File: src/rtl/wsd_pkg.sv
// ----------------------------------------------------------------------------
// WebSocket deframer package
// Shared types, parse phases and length constants for the frame deframer.
// ----------------------------------------------------------------------------
`timescale 1ns / 1ps
`default_nettype none

package wsd_pkg;

  localparam int LENGTH_WIDTH = 64;

  localparam logic [6:0] LEN_EXT16 = 7'd126;
  localparam logic [6:0] LEN_EXT64 = 7'd127;

  localparam logic [2:0] CNT_LAST16   = 3'd1;
  localparam logic [2:0] CNT_LAST64   = 3'd7;
  localparam logic [2:0] CNT_KEY_LAST = 3'd3;

  typedef enum logic [2:0] {
    PH_HDR0  = 3'd0,
    PH_HDR1  = 3'd1,
    PH_EXT16 = 3'd2,
    PH_EXT64 = 3'd3,
    PH_KEY   = 3'd4,
    PH_DATA  = 3'd5
  } wsd_phase_e;

  typedef struct packed {
    logic       valid;
    logic [7:0] data;
  } wsd_beat_t;

  typedef struct packed {
    logic       valid;
    logic [7:0] payload_byte;
    logic       frame_last;
    logic       empty_frame;
  } wsd_result_t;

endpackage

`default_nettype wire

File: src/rtl/wsd_if.sv
// ----------------------------------------------------------------------------
// WebSocket deframer channels
// Ready/valid channels for the raw byte stream and the payload results.
// ----------------------------------------------------------------------------
`timescale 1ns / 1ps
`default_nettype none

interface wsd_byte_if;
  logic       valid;
  logic       ready;
  logic [7:0] in_byte;

  modport source (output valid, output in_byte, input ready);
  modport sink (input valid, input in_byte, output ready);
endinterface

interface wsd_result_if;
  logic       valid;
  logic       ready;
  logic [7:0] payload_byte;
  logic       frame_last;
  logic       empty_frame;

  modport source (output valid, output payload_byte, output frame_last,
                  output empty_frame, input ready);
  modport sink (input valid, input payload_byte, input frame_last,
                input empty_frame, output ready);
endinterface

`default_nettype wire

File: src/rtl/wsd_in_stage.sv
// ----------------------------------------------------------------------------
// WebSocket deframer input register
// Holds one raw byte beat and releases it when the result side has room.
// ----------------------------------------------------------------------------
`timescale 1ns / 1ps
`default_nettype none

module wsd_in_stage (
  input  wire                clk_i,
  input  wire                rst_ni,
  input  wire                in_valid_i,
  input  wire  [7:0]         in_byte_i,
  output logic               in_ready_o,
  input  wire                space_i,
  output wsd_pkg::wsd_beat_t beat_o
);
  import wsd_pkg::*;

  logic       valid_q, valid_d;
  logic [7:0] byte_q;
  logic       advance;
  logic       load;

  assign advance    = valid_q && space_i;
  assign in_ready_o = !valid_q || advance;
  assign load       = in_valid_i && in_ready_o;

  always_comb begin
    valid_d = valid_q;
    if (load) begin
      valid_d = 1'b1;
    end else if (advance) begin
      valid_d = 1'b0;
    end
  end

  always_ff @(posedge clk_i or negedge rst_ni) begin
    if (!rst_ni) begin
      valid_q <= 1'b0;
    end else begin
      valid_q <= valid_d;
    end
  end

  always_ff @(posedge clk_i) begin
    if (load) begin
      byte_q <= in_byte_i;
    end
  end

  assign beat_o.valid = advance;
  assign beat_o.data  = byte_q;

endmodule

`default_nettype wire

File: src/rtl/wsd_parser.sv
// ----------------------------------------------------------------------------
// WebSocket deframer header parser and unmasker
// Tracks the frame header, the length counter and the mask key, and turns
// each payload byte into one result.
// ----------------------------------------------------------------------------
`timescale 1ns / 1ps
`default_nettype none

module wsd_parser (
  input  wire                  clk_i,
  input  wire                  rst_ni,
  input  wsd_pkg::wsd_beat_t   beat_i,
  output wsd_pkg::wsd_result_t result_o
);
  import wsd_pkg::*;

  wsd_phase_e              phase_q, phase_d;
  logic                    mask_q, mask_d;
  logic [LENGTH_WIDTH-1:0] rem_q, rem_d;
  logic                    ovf_q, ovf_d;
  logic [2:0]              cnt_q, cnt_d;
  logic [31:0]             key_q, key_d;
  logic [1:0]              kpos_q, kpos_d;

  always_comb begin
    logic [7:0]              b;
    logic [LENGTH_WIDTH-1:0] len_new;
    logic [LENGTH_WIDTH-1:0] len_sat;
    logic                    ovf_new;
    logic                    len_end;
    logic                    hdr_end;
    logic [LENGTH_WIDTH-1:0] hdr_len;
    logic [7:0]              key_byte;
    logic [LENGTH_WIDTH-1:0] rem_dec;

    b        = beat_i.data;
    phase_d  = phase_q;
    mask_d   = mask_q;
    rem_d    = rem_q;
    ovf_d    = ovf_q;
    cnt_d    = cnt_q;
    key_d    = key_q;
    kpos_d   = kpos_q;
    len_new  = rem_q;
    ovf_new  = ovf_q;
    len_end  = 1'b0;
    hdr_end  = 1'b0;
    hdr_len  = rem_q;
    key_byte = key_q[31:24];
    rem_dec  = rem_q - {{(LENGTH_WIDTH-1){1'b0}}, 1'b1};
    result_o = '0;

    unique case (phase_q)
      PH_HDR0: begin
        phase_d = PH_HDR1;
      end
      PH_HDR1: begin
        mask_d  = b[7];
        key_d   = '0;
        cnt_d   = '0;
        ovf_d   = 1'b0;
        ovf_new = 1'b0;
        if (b[6:0] == LEN_EXT16) begin
          rem_d   = '0;
          phase_d = PH_EXT16;
        end else if (b[6:0] == LEN_EXT64) begin
          rem_d   = '0;
          phase_d = PH_EXT64;
        end else begin
          len_new = {{(LENGTH_WIDTH-7){1'b0}}, b[6:0]};
          len_end = 1'b1;
        end
      end
      PH_EXT16, PH_EXT64: begin
        len_new = {rem_q[LENGTH_WIDTH-9:0], b};
        ovf_new = ovf_q || (rem_q[LENGTH_WIDTH-1:LENGTH_WIDTH-8] != 8'd0);
        rem_d   = len_new;
        ovf_d   = ovf_new;
        if (cnt_q == ((phase_q == PH_EXT16) ? CNT_LAST16 : CNT_LAST64)) begin
          len_end = 1'b1;
        end else begin
          cnt_d = cnt_q + 3'd1;
        end
      end
      PH_KEY: begin
        key_d = {key_q[23:0], b};
        if (cnt_q >= CNT_KEY_LAST) begin
          hdr_end = 1'b1;
        end else begin
          cnt_d = cnt_q + 3'd1;
        end
      end
      PH_DATA: begin
        unique case (kpos_q)
          2'd0: key_byte = key_q[31:24];
          2'd1: key_byte = key_q[23:16];
          2'd2: key_byte = key_q[15:8];
          default: key_byte = key_q[7:0];
        endcase
        kpos_d = kpos_q + 2'd1;
        rem_d  = rem_dec;
        result_o.valid        = 1'b1;
        result_o.payload_byte = mask_q ? (b ^ key_byte) : b;
        result_o.frame_last   = (rem_dec == '0);
        if (rem_dec == '0) begin
          phase_d = PH_HDR0;
        end
      end
      default: begin
        phase_d = PH_HDR1;
      end
    endcase

    len_sat = ovf_new ? {LENGTH_WIDTH{1'b1}} : len_new;

    if (len_end) begin
      rem_d   = len_sat;
      ovf_d   = 1'b0;
      cnt_d   = '0;
      hdr_len = len_sat;
      if (mask_d) begin
        phase_d = PH_KEY;
      end else begin
        hdr_end = 1'b1;
      end
    end

    if (hdr_end) begin
      kpos_d = '0;
      cnt_d  = '0;
      if (hdr_len == '0) begin
        phase_d              = PH_HDR0;
        result_o.valid       = 1'b1;
        result_o.frame_last  = 1'b1;
        result_o.empty_frame = 1'b1;
      end else begin
        phase_d = PH_DATA;
      end
    end

    result_o.valid = result_o.valid && beat_i.valid;
  end

  always_ff @(posedge clk_i or negedge rst_ni) begin
    if (!rst_ni) begin
      phase_q <= PH_HDR0;
      mask_q  <= 1'b0;
      rem_q   <= '0;
      ovf_q   <= 1'b0;
      cnt_q   <= '0;
      key_q   <= '0;
      kpos_q  <= '0;
    end else if (beat_i.valid) begin
      phase_q <= phase_d;
      mask_q  <= mask_d;
      rem_q   <= rem_d;
      ovf_q   <= ovf_d;
      cnt_q   <= cnt_d;
      key_q   <= key_d;
      kpos_q  <= kpos_d;
    end
  end

endmodule

`default_nettype wire

File: src/rtl/wsd_out_stage.sv
// ----------------------------------------------------------------------------
// WebSocket deframer result register
// Holds one result beat until the consumer takes it.
// ----------------------------------------------------------------------------
`timescale 1ns / 1ps
`default_nettype none

module wsd_out_stage (
  input  wire                  clk_i,
  input  wire                  rst_ni,
  input  wsd_pkg::wsd_result_t result_i,
  output logic                 space_o,
  output logic                 out_valid_o,
  input  wire                  out_ready_i,
  output logic [7:0]           payload_byte_o,
  output logic                 frame_last_o,
  output logic                 empty_frame_o
);
  import wsd_pkg::*;

  logic       valid_q, valid_d;
  logic [7:0] payload_q;
  logic       last_q;
  logic       empty_q;

  assign space_o = !valid_q || out_ready_i;

  always_comb begin
    valid_d = valid_q;
    if (result_i.valid) begin
      valid_d = 1'b1;
    end else if (out_ready_i) begin
      valid_d = 1'b0;
    end
  end

  always_ff @(posedge clk_i or negedge rst_ni) begin
    if (!rst_ni) begin
      valid_q <= 1'b0;
    end else begin
      valid_q <= valid_d;
    end
  end

  always_ff @(posedge clk_i) begin
    if (result_i.valid) begin
      payload_q <= result_i.payload_byte;
      last_q    <= result_i.frame_last;
      empty_q   <= result_i.empty_frame;
    end
  end

  assign out_valid_o    = valid_q;
  assign payload_byte_o = payload_q;
  assign frame_last_o   = last_q;
  assign empty_frame_o  = empty_q;

endmodule

`default_nettype wire

File: src/rtl/websocket_frame_deframer_unit.sv
// ----------------------------------------------------------------------------
// WebSocket frame deframer
// Strips frame headers from a byte stream, unmasks payload bytes and flags
// the last byte of each frame.
// ----------------------------------------------------------------------------
//
//   Channel    Direction  Beat contents
//   s_byte_i   in         in_byte: one raw byte of the frame stream
//   m_result_o out        payload_byte, frame_last, empty_frame
//
// One byte beat is taken every cycle while the result register has room.
// A byte is registered in the input register and, once the result register has
// room, its result is registered there. Header and key bytes give no result,
// but an empty frame's last header byte gives one; each payload byte gives one.
// Reset returns the parser to the first header byte and empties both registers.
// A stalled result side holds the input register and then drops ready.
// ----------------------------------------------------------------------------
`timescale 1ns / 1ps
`default_nettype none

module websocket_frame_deframer_unit (
  input  wire           clk_i,
  input  wire           rst_ni,
  wsd_byte_if.sink      s_byte_i,
  wsd_result_if.source  m_result_o
);
  import wsd_pkg::*;

  wsd_beat_t   beat;
  wsd_result_t result;
  logic        space;

  wsd_in_stage u_in_stage (
    .clk_i      (clk_i),
    .rst_ni     (rst_ni),
    .in_valid_i (s_byte_i.valid),
    .in_byte_i  (s_byte_i.in_byte),
    .in_ready_o (s_byte_i.ready),
    .space_i    (space),
    .beat_o     (beat)
  );

  wsd_parser u_parser (
    .clk_i    (clk_i),
    .rst_ni   (rst_ni),
    .beat_i   (beat),
    .result_o (result)
  );

  wsd_out_stage u_out_stage (
    .clk_i          (clk_i),
    .rst_ni         (rst_ni),
    .result_i       (result),
    .space_o        (space),
    .out_valid_o    (m_result_o.valid),
    .out_ready_i    (m_result_o.ready),
    .payload_byte_o (m_result_o.payload_byte),
    .frame_last_o   (m_result_o.frame_last),
    .empty_frame_o  (m_result_o.empty_frame)
  );

endmodule

`default_nettype wire

File: src/flat_wrapper.sv
// flat-port wrapper written by rule: the top's interface ports become plain ports
module websocket_frame_deframer_unit_flat import wsd_pkg::*;
  (clk_i, rst_ni, s_byte_i_valid, s_byte_i_in_byte, s_byte_i_ready, m_result_o_valid, m_result_o_payload_byte, m_result_o_frame_last, m_result_o_empty_frame, m_result_o_ready);
  wsd_byte_if s_byte_i_i ();
  wsd_result_if m_result_o_i ();
  input  wire clk_i;
  input  wire rst_ni;
  input wire logic [$bits(s_byte_i_i.valid)-1:0] s_byte_i_valid;
  input wire logic [$bits(s_byte_i_i.in_byte)-1:0] s_byte_i_in_byte;
  output wire logic [$bits(s_byte_i_i.ready)-1:0] s_byte_i_ready;
  output wire logic [$bits(m_result_o_i.valid)-1:0] m_result_o_valid;
  output wire logic [$bits(m_result_o_i.payload_byte)-1:0] m_result_o_payload_byte;
  output wire logic [$bits(m_result_o_i.frame_last)-1:0] m_result_o_frame_last;
  output wire logic [$bits(m_result_o_i.empty_frame)-1:0] m_result_o_empty_frame;
  input wire logic [$bits(m_result_o_i.ready)-1:0] m_result_o_ready;
  assign s_byte_i_i.valid = s_byte_i_valid;
  assign s_byte_i_i.in_byte = s_byte_i_in_byte;
  assign s_byte_i_ready = s_byte_i_i.ready;
  assign m_result_o_valid = m_result_o_i.valid;
  assign m_result_o_payload_byte = m_result_o_i.payload_byte;
  assign m_result_o_frame_last = m_result_o_i.frame_last;
  assign m_result_o_empty_frame = m_result_o_i.empty_frame;
  assign m_result_o_i.ready = m_result_o_ready;
  websocket_frame_deframer_unit u_core (.clk_i(clk_i), .rst_ni(rst_ni), .s_byte_i(s_byte_i_i), .m_result_o(m_result_o_i));
endmodule
File: config.mk
export PLATFORM = sky130hd
export DESIGN_NAME = websocket_frame_deframer_unit_flat
export DESIGN_NICKNAME = d
export VERILOG_FILES = /design/src/rtl/wsd_pkg.sv /design/src/rtl/wsd_if.sv /design/src/rtl/wsd_in_stage.sv /design/src/rtl/wsd_parser.sv /design/src/rtl/wsd_out_stage.sv /design/src/rtl/websocket_frame_deframer_unit.sv /design/src/flat_wrapper.sv
export SDC_FILE = /design/constraint.sdc
export NUM_CORES = 1
export LEC_CHECK = 0
export ABC_AREA = 1
export BUFFER_PORTS_ARGS = -buffer_cell sky130_fd_sc_hd__buf_2
export CAP_MARGIN = 5
export CORE_MARGIN = 2
export CORE_UTILIZATION = 50
export CTS_BUF_LIST = sky130_fd_sc_hd__clkbuf_8 sky130_fd_sc_hd__clkbuf_16
export CTS_CLUSTER_SIZE = 8
export DETAILED_ROUTE_END_ITERATION = 8
export PLACE_DENSITY = 0.74
export SETUP_SLACK_MARGIN = 0.02
export SLEW_MARGIN = 40
export SYNTH_ARGS = -nofsm -noshare
export SYNTH_HDL_FRONTEND = slang
export SYNTH_SLANG_ARGS = --single-unit
File: constraint.sdc
create_clock -name clk_i -period 3.37 [get_ports clk_i]
set_input_delay 0.337 -clock clk_i [delete_from_list [all_inputs] [get_ports clk_i]]
set_output_delay 0.337 -clock clk_i [all_outputs]
set_load 0.03 [all_outputs]
==> results.toml, run 1 <==
[flow_run]
drv_cap = 0

[grt]
track_usage_pct = 36.9
antenna_found_initial = 0
grt_pass1_vias = 10600
grt_pass1_wl_um = 60300
overflow = 0
grt_max_degree = 117

[pwr]
vdd_ir_drop_max_mv = 0.650
pwr_density_cell_nw_per_um2 = 1010
p_leak_nw = 5.30
power.total_mw = 11.4

[synth]
yosys_warnings = 0
synth_simple_gate_area_share_pct = 43.3
syn_avg_cell_area_um2 = 6.13
synth_top_family_by_area = "simple AND/OR/NAND/NOR gates"
netlist_instances = 1623
muxShareOfSynthArea_pct = 0
synth_seq_cells = 126
ys_types = 37
syn-num-nets = 1643
synthXorXnorAreaFrac_pct = 1.23
async_flop_share_pct = 85.7
synth-compound-area-share_pct = 13.5
synth_fa_ha_area_share_pct = 1.01
synth.cell_area_um2 = 9950
ys.flop_type = "dfrtp_1"
ys_seq_area_share_pct = 32.6
synth_edf_count = 18

[layout]
syn_to_final_growth_pct = 13.0
layout_commonest_cell = "nand2_1"
fin_nets = 1676
final_cell_mix = "570 x nand2_1, 294 x nor2_1, 120 x inv_1"
utilization_pct = 57.6
drive_gt1_share_pct = 9.95
antenna_cells = 0
fin_area_um2 = 11200

[worst_setup_path]
worstSetupPathType = "reg -> reg"
cp-end-kind = "register"
arrival_ps = 3280
r2r-start = "u_core.u_parser.rem_q[57]$_DFFE_PN0P_"
crit_path_start_kind = "register"
cp_max_fo = 27
r2r_slack_ps = 230
critPathRequiredTime_ps = 3510
r2r-end = "u_core.u_out_stage.payload_byte_o[2]$_SDFFCE_PN0P_"
r2r_cells = 16

[cts]
htreeDepth = 4
cts_tree = "done"
cts-buffers-inserted = 17
clock_path_buffers = 2
clkLatencyLatePin_ps = 430
clock-sinks = 126
clk_pin_slew_ps = 70
cts-root-buf = "clkbuf_16"

[floorplan]
fp.dieW_um = 145
rows = 51
core_area_um2 = 19500
fp.dieH_um = 145
die-area_um2 = 21000
io_pins = 24
initial_core_util_pct = 51.0

[timing]
timing.fmax_mhz = 318
slew_viol_final = 0
tightestPinTransition_ps = 904
grt_setup_unrepaired = "false"
setup_tns_ps = 0
hold_viol = 0
fin_worst_skew_ps = 11.3
fin_crit_sh_pct = 93.2
finalSetupViolCount = 0
slew_headroom_pct = 39.7
fin_crit_ps = 3140

[place]
numPortBuffers = 23
hpwlAfterDp_um = 28300
placed_area_um2 = 10600
routabilityCongestion = 1.01

[outcome]
status = "finished clean"

[routing]
dr.first_iter.drc_count = 1363
ant_nets = 0
finalWirelength_um = 38800
routedWlPerCell_um = 20.1
routed_via_density = 5.89
vias = 11400
drtPass1Iterations = 7
drcViolationCount = 0

[worst_hold_path]
hold_end = "u_core.u_in_stage.byte_q[7]$_DFFE_PP_"
hold_depth = 1
hold_class = "in -> reg"
min-delay-start = "s_byte_i_in_byte[7]"
## cells by family after synthesis
family | count (synthesis)
compound gates | 237
buf+inv | 199
fa+ha+maj | 8
xor+xnor | 14
simple gates | 1039
flops | 126
## worst max path at each step
stage / to / cells past startpoint / slack, ps / start
3_3_place_gp: u_core.u_out_stage.payload_byte_o[6]$_SDFFCE_PN0P_ / 13 / 170 / u_core.u_parser.phase_q[2]$_DFFE_PN0P_
4_1_cts: u_core.u_out_stage.payload_byte_o[0]$_SDFFCE_PN0P_ / 13 / 80 / u_core.u_parser.phase_q[2]$_DFFE_PN0P_
5_1_grt: u_core.u_parser.phase_q[2]$_DFFE_PN0P_ / 19 / 30 / u_core.u_parser.rem_q[0]$_DFFE_PN0P_
2_1_floorplan: u_core.u_out_stage.empty_frame_o$_SDFFCE_PP0P_ / 16 / 970 / u_core.u_parser.rem_q[57]$_DFFE_PN0P_
3_5_place_dp: u_core.u_out_stage.payload_byte_o[6]$_SDFFCE_PN0P_ / 13 / 100 / u_core.u_parser.phase_q[2]$_DFFE_PN0P_
6_report: u_core.u_out_stage.payload_byte_o[2]$_SDFFCE_PN0P_ / 16 / 230 / u_core.u_parser.rem_q[57]$_DFFE_PN0P_
## layer usage
layer	track usage, %	wire (um)
met1	49.6	15400
met2	57.7	17200
met3	6.35	4090
met4	18.4	2070
met5	0	0
## state kept, by name, indices dropped and copies added, names as in the netlist, 2 cells and up
signal	flops
u_core.u_parser.rem_q	64
u_core.u_parser.kpos_q	2
u_core.u_parser.phase_q	3
u_core.u_parser.cnt_q	3
u_core.u_parser.key_q	32
u_core.u_out_stage.payload_byte_o	8
u_core.u_in_stage.byte_q	8
## timing repair
action,4_1_cts,5_1_grt
setup buffers,0,2
resized for setup,0,4
setup endpoints to repair,0,13
hold buffers,1,0
hold endpoints to repair,25,0
## critical path, stage by stage, from the launching register on
cell and delay, ps:
dfrtp_1 430, nor2_1 170, nand2_1 140, nor2_1 130, nand2_1 110, nand2_4 160, buf_12 210, nand2_1 60
o21ai_0 200, nand2_1 80, nor2_1 150, nand2_1 130, nor2_1 130, nand2_1 90, nor3_2 310, o21ai_2 150
clkinvlp_4 170
## report_power, final
group          internal [mW]  total (mW)  switching, mW
Sequential              2.17        2.85          0.684
Clock                   1.06        1.92          0.860
Combinational           2.09        6.59           4.50
## area by class of cell
type | count | area [um2]
inverters | 128 | 480
clock buffers | 17 | 425
repair buffers | 84 | 691
well taps | 265 | 332
flip-flops and latches | 126 | 3240
fillers | 1949 | 8280
multi-input cells | 1298 | 5900
repair inverters | 1 | 7.51
clock inverters | 15 | 166
## Yosys cell counts (2+ instances only)
| cell | instances | share of area, % |
|---|---|---|
| nor3_1 | 3 | 0.15 |
| dfrtp_1 | 108 | 27 |
| inv_2 | 6 | 0.23 |
| o22ai_1 | 33 | 2.1 |
| nand3b_1 | 17 | 1.3 |
| nor2_4 | 7 | 0.79 |
| nand2_1 | 570 | 22 |
| nor2_8 | 2 | 0.40 |
| buf_4 | 6 | 0.45 |
| o211ai_1 | 3 | 0.23 |
| nand2_2 | 11 | 0.69 |
| buf_6 | 6 | 0.68 |
| buf_2 | 15 | 0.75 |
| o21bai_1 | 2 | 0.15 |
| nor2_2 | 10 | 0.63 |
| nand3_1 | 105 | 5.3 |
| buf_1 | 3 | 0.11 |
| o21ai_2 | 2 | 0.18 |
| edfxtp_1 | 18 | 5.4 |
| o21ai_0 | 72 | 3.6 |
| inv_1 | 122 | 4.6 |
| and2_1 | 6 | 0.38 |
| o21ai_1 | 23 | 1.2 |
| nand2_4 | 2 | 0.23 |
| xor2_1 | 13 | 1.1 |
| nor2_1 | 296 | 11 |
| nand4_1 | 7 | 0.44 |
| a31oi_1 | 73 | 4.6 |
| ha_1 | 8 | 1.0 |
| clkbuf_1 | 41 | 1.5 |
| a21oi_1 | 27 | 1.4 |
## through the flow
stage / hold slack (ps) / cells / setup WS (ps)
floorplan: 41.4 / 1623 / 968
finish: 79.9 / 1934 / 230
CTS: 75.1 / 1931 / 77.1
global placement: 314 / 1898 / 173
detailed placement: 317 / 1898 / 96.8
global route: 75.8 / 1934 / 30.4
Power figures use the tool's default switching activity.
==> run 2, diff against run 1 <==
ABC_AREA = unset   (was 1)
==> run 2 against run 1 <==
  * The flow now finishes with violations (negative setup slack)
  * Global-route usage shrank 2.6 points
  * Clock-buffer cell count grew 1
  * Flip-flop and latch count is the same
==> results.toml, run 2 <==
[worst_setup_path]
critPathTopFamily = "simple AND/OR/NAND/NOR gates"
critPathRequiredTime_ps = 3660
crit_path_start_kind = "register"
cp.depth = 9
worstSetupPathType = "reg -> reg"
crit_top_cell = "or4_4"
r2r-start = "u_core.u_parser.rem_q[0]$_DFFE_PN0P_"
path_cells = "or4_4, or4_4, or4_4, or2_1, o21a_1, or4_4, nor4_2, nand4_1, o21ai_1"
r2r_slack_ps = -20
max_stage_delay_ps = 550
arrival_ps = 3680
cp_max_fo = 4
path_buf_inv = 0
critPathSlowestCell = "or4_4"
cp-end-kind = "register"
r2r-end = "u_core.u_out_stage.frame_last_o$_DFFE_PP_"
r2r_cells = 9

[flow_run]
drv_cap = 0

[routing]
drtPass1Iterations = 7
finalWirelength_um = 29700
dr.first_iter.drc_count = 1231
drcViolationCount = 0
routed_via_density = 6.71
ant_nets = 0
vias = 8911
routedWlPerCell_um = 22.4

[floorplan]
io_pins = 24
rows = 47
fp.dieH_um = 133
initial_core_util_pct = 50.6
die-area_um2 = 17600
core_area_um2 = 16400
fp.dieW_um = 133

[synth]
synth_commonest_cells = "108 x dfrtp_1, 101 x o21ai_0, 100 x nand2_1, 91 x nor2_1, 90 x clkbuf_1"
ys_seq_area_share_pct = 39.1
netlist_instances = 1000
async_flop_share_pct = 85.7
syn-num-nets = 1020
synth_edf_count = 18
yosys_warnings = 0
yosysTopAreaCell = "dfrtp_1"
ys_types = 66
ys.flop_type = "dfrtp_1"
synthTopCellsByArea = "dfrtp_1 33%, edfxtp_1 6.5%, o21ai_0 6.1%"
synth.cell_area_um2 = 8300
yosysMostFrequentCell = "dfrtp_1"
syn_avg_cell_area_um2 = 8.30
synth.top_cell.area_share_pct = 32.6
synth_seq_cells = 126

[timing]
slew_headroom_pct = 40.1
timing.fmax_mhz = 295
grt_setup_unrepaired = "true"
setup_ws_ps = -22.2
setup_tns_ps = -22.2
fin_crit_sh_pct = 101
fin_crit_ps = 3390
tightestPinTransition_ps = 890
fin_worst_skew_ps = 12.8
finalSetupViolCount = 1
hold_viol = 0
slew_viol_final = 0

[worst_hold_path]
hold_end = "u_core.u_in_stage.byte_q[7]$_DFFE_PP_"
min-delay-start = "s_byte_i_in_byte[7]"
hold_depth = 1
hold_class = "in -> reg"

[cts]
htreeDepth = 4
cts_tree = "done"
cts-buffers-inserted = 17
clkLatencyLatePin_ps = 440
clock_path_buffers = 2
clock-sinks = 126
cts-root-buf = "clkbuf_16"
clk_pin_slew_ps = 60

[grt]
track_usage_pct = 34.3
grt_pass1_wl_um = 47200
top_usage_layer = "met2"
grt_pass1_vias = 8371
use_met3_pct = 7.70
overflow = 0
antenna_found_initial = 1
use_met2_pct = 53.5
met1_usage_pct = 45.7
grt_max_degree = 58

[place]
placed_cells = 1293
hpwlAfterDp_um = 20700
dp_worst_setup_slack_ps = -216
placed_area_um2 = 9500
routabilityCongestion = 0.997
numPortBuffers = 23

[pwr]
power.total_mw = 7.67
pwr_density_cell_nw_per_um2 = 745
p_leak_nw = 4.32
vdd_ir_drop_max_mv = 0.467

[layout]
fin_area_um2 = 10300
fin_nets = 1115
final_cell_mix = "146 x buf_4, 108 x dfrtp_1, 99 x nand2_1, 99 x o21ai_0, 89 x nor2_1"
largest_registers = "u_core.u_parser.rem_q x64, u_core.u_parser.key_q x32"
largest-register = "u_core.u_parser.rem_q"
regArea_um2 = 3240
layout_commonest_cell = "buf_4"
fillers = 1378
fin_cells = 1329
largest_reg_flops = 64
drive_gt1_share_pct = 22.8
syn_to_final_growth_pct = 24.2
multiInputGateArea_um2 = 4800

[outcome]
violations = "negative setup slack"
status = "complete, but fails checks"
-- run 2: changes by cell type after synthesis, sizes merged, moves of 36 or more --
cell,previous run,this run
nor2,315,91
nor4,0,38
a31oi,73,13
inv,128,19
nand3,106,18
clkbuf,41,90
nor3,4,42
nand2,583,100
a22o,0,36
-- run 2: timing repair --
item	in CTS	in global routing
cloned	1	0
pin swaps	6	8
endpoints found under the hold margin	51	0
resized for setup	18	14
hold buffers	1	0
setup buffers	1	0
setup endpoints to repair	18	18
-- run 2: kinds of logic (layout without fill, tap and decap cells) --
group | after synthesis | count (layout) | share of synthesized area (%)
XOR/XNOR | 50 | 50 | 5.28
buffers and inverters | 117 | 225 | 5.43
AO/OA/AOI/OAI | 309 | 309 | 25.1
multiplexers | 4 | 4 | 0.528
other | 0 | 1 | 0
adder cells (fa/ha/maj) | 8 | 8 | 1.21
flip-flops | 126 | 126 | 39.1
AND/OR/NAND/NOR | 386 | 386 | 23.4
-- run 2: how the worst max path moves through the flow --
stage	start	endpoint	slack, ps
3_3_place_gp	u_core.u_parser.rem_q[0]$_DFFE_PN0P_	u_core.u_parser.phase_q[2]$_DFFE_PN0P_	-150
5_1_grt	u_core.u_parser.rem_q[0]$_DFFE_PN0P_	u_core.u_out_stage.frame_last_o$_DFFE_PP_	-110
6_report	u_core.u_parser.rem_q[0]$_DFFE_PN0P_	u_core.u_out_stage.frame_last_o$_DFFE_PP_	-20
2_1_floorplan	u_core.u_parser.rem_q[0]$_DFFE_PN0P_	u_core.u_parser.phase_q[2]$_DFFE_PN0P_	-320
3_5_place_dp	u_core.u_parser.rem_q[0]$_DFFE_PN0P_	u_core.u_parser.phase_q[2]$_DFFE_PN0P_	-220
4_1_cts	u_core.u_parser.rem_q[0]$_DFFE_PN0P_	u_core.u_parser.phase_q[2]$_DFFE_PN0P_	-2
-- run 2: worst register-to-register path, delay by kind of cell, from the launching register on --
| family | cells | cell delay, ps |
|---|---|---|
| simple gates | 7 | 2540 |
| flops | 1 | 380 |
| compound gates | 2 | 340 |
-- run 2: per-stage QoR --
stage          hold WS, ps  util [%]
6_report              73.3      62.8
5_1_grt               65.7      62.8
4_1_cts               63.9      62.4
3_5_place_dp           412      57.9
3_3_place_gp           410      57.9
2_1_floorplan         41.4         -
-- run 2: layout make-up --
cell class | count | area share (%)
antenna | 1 | 0.0243
clock buffer | 18 | 4.37
clock inverter | 14 | 1.54
inverter | 19 | 0.692
multi-input combinational | 757 | 46.6
sequential | 126 | 31.5
tap | 220 | 2.67
timing repair buffer | 174 | 12.6
-- run 2: where the power goes --
part / leakage [nW] / switching (mW) / internal [mW] / total, mW
Sequential: 1.58 / 0.388 / 1.98 / 2.37
Clock: 0.300 / 0.820 / 1.10 / 1.92
Combinational: 2.44 / 1.98 / 1.40 / 3.38
-- run 2: metal layers --
metal | wire (um) | vias to the layer above
li1 | - | 3961
met1 | 11700 | 4268
met2 | 13600 | 572
met3 | 3150 | 110
met4 | 1250 | 0
met5 | 0 | -
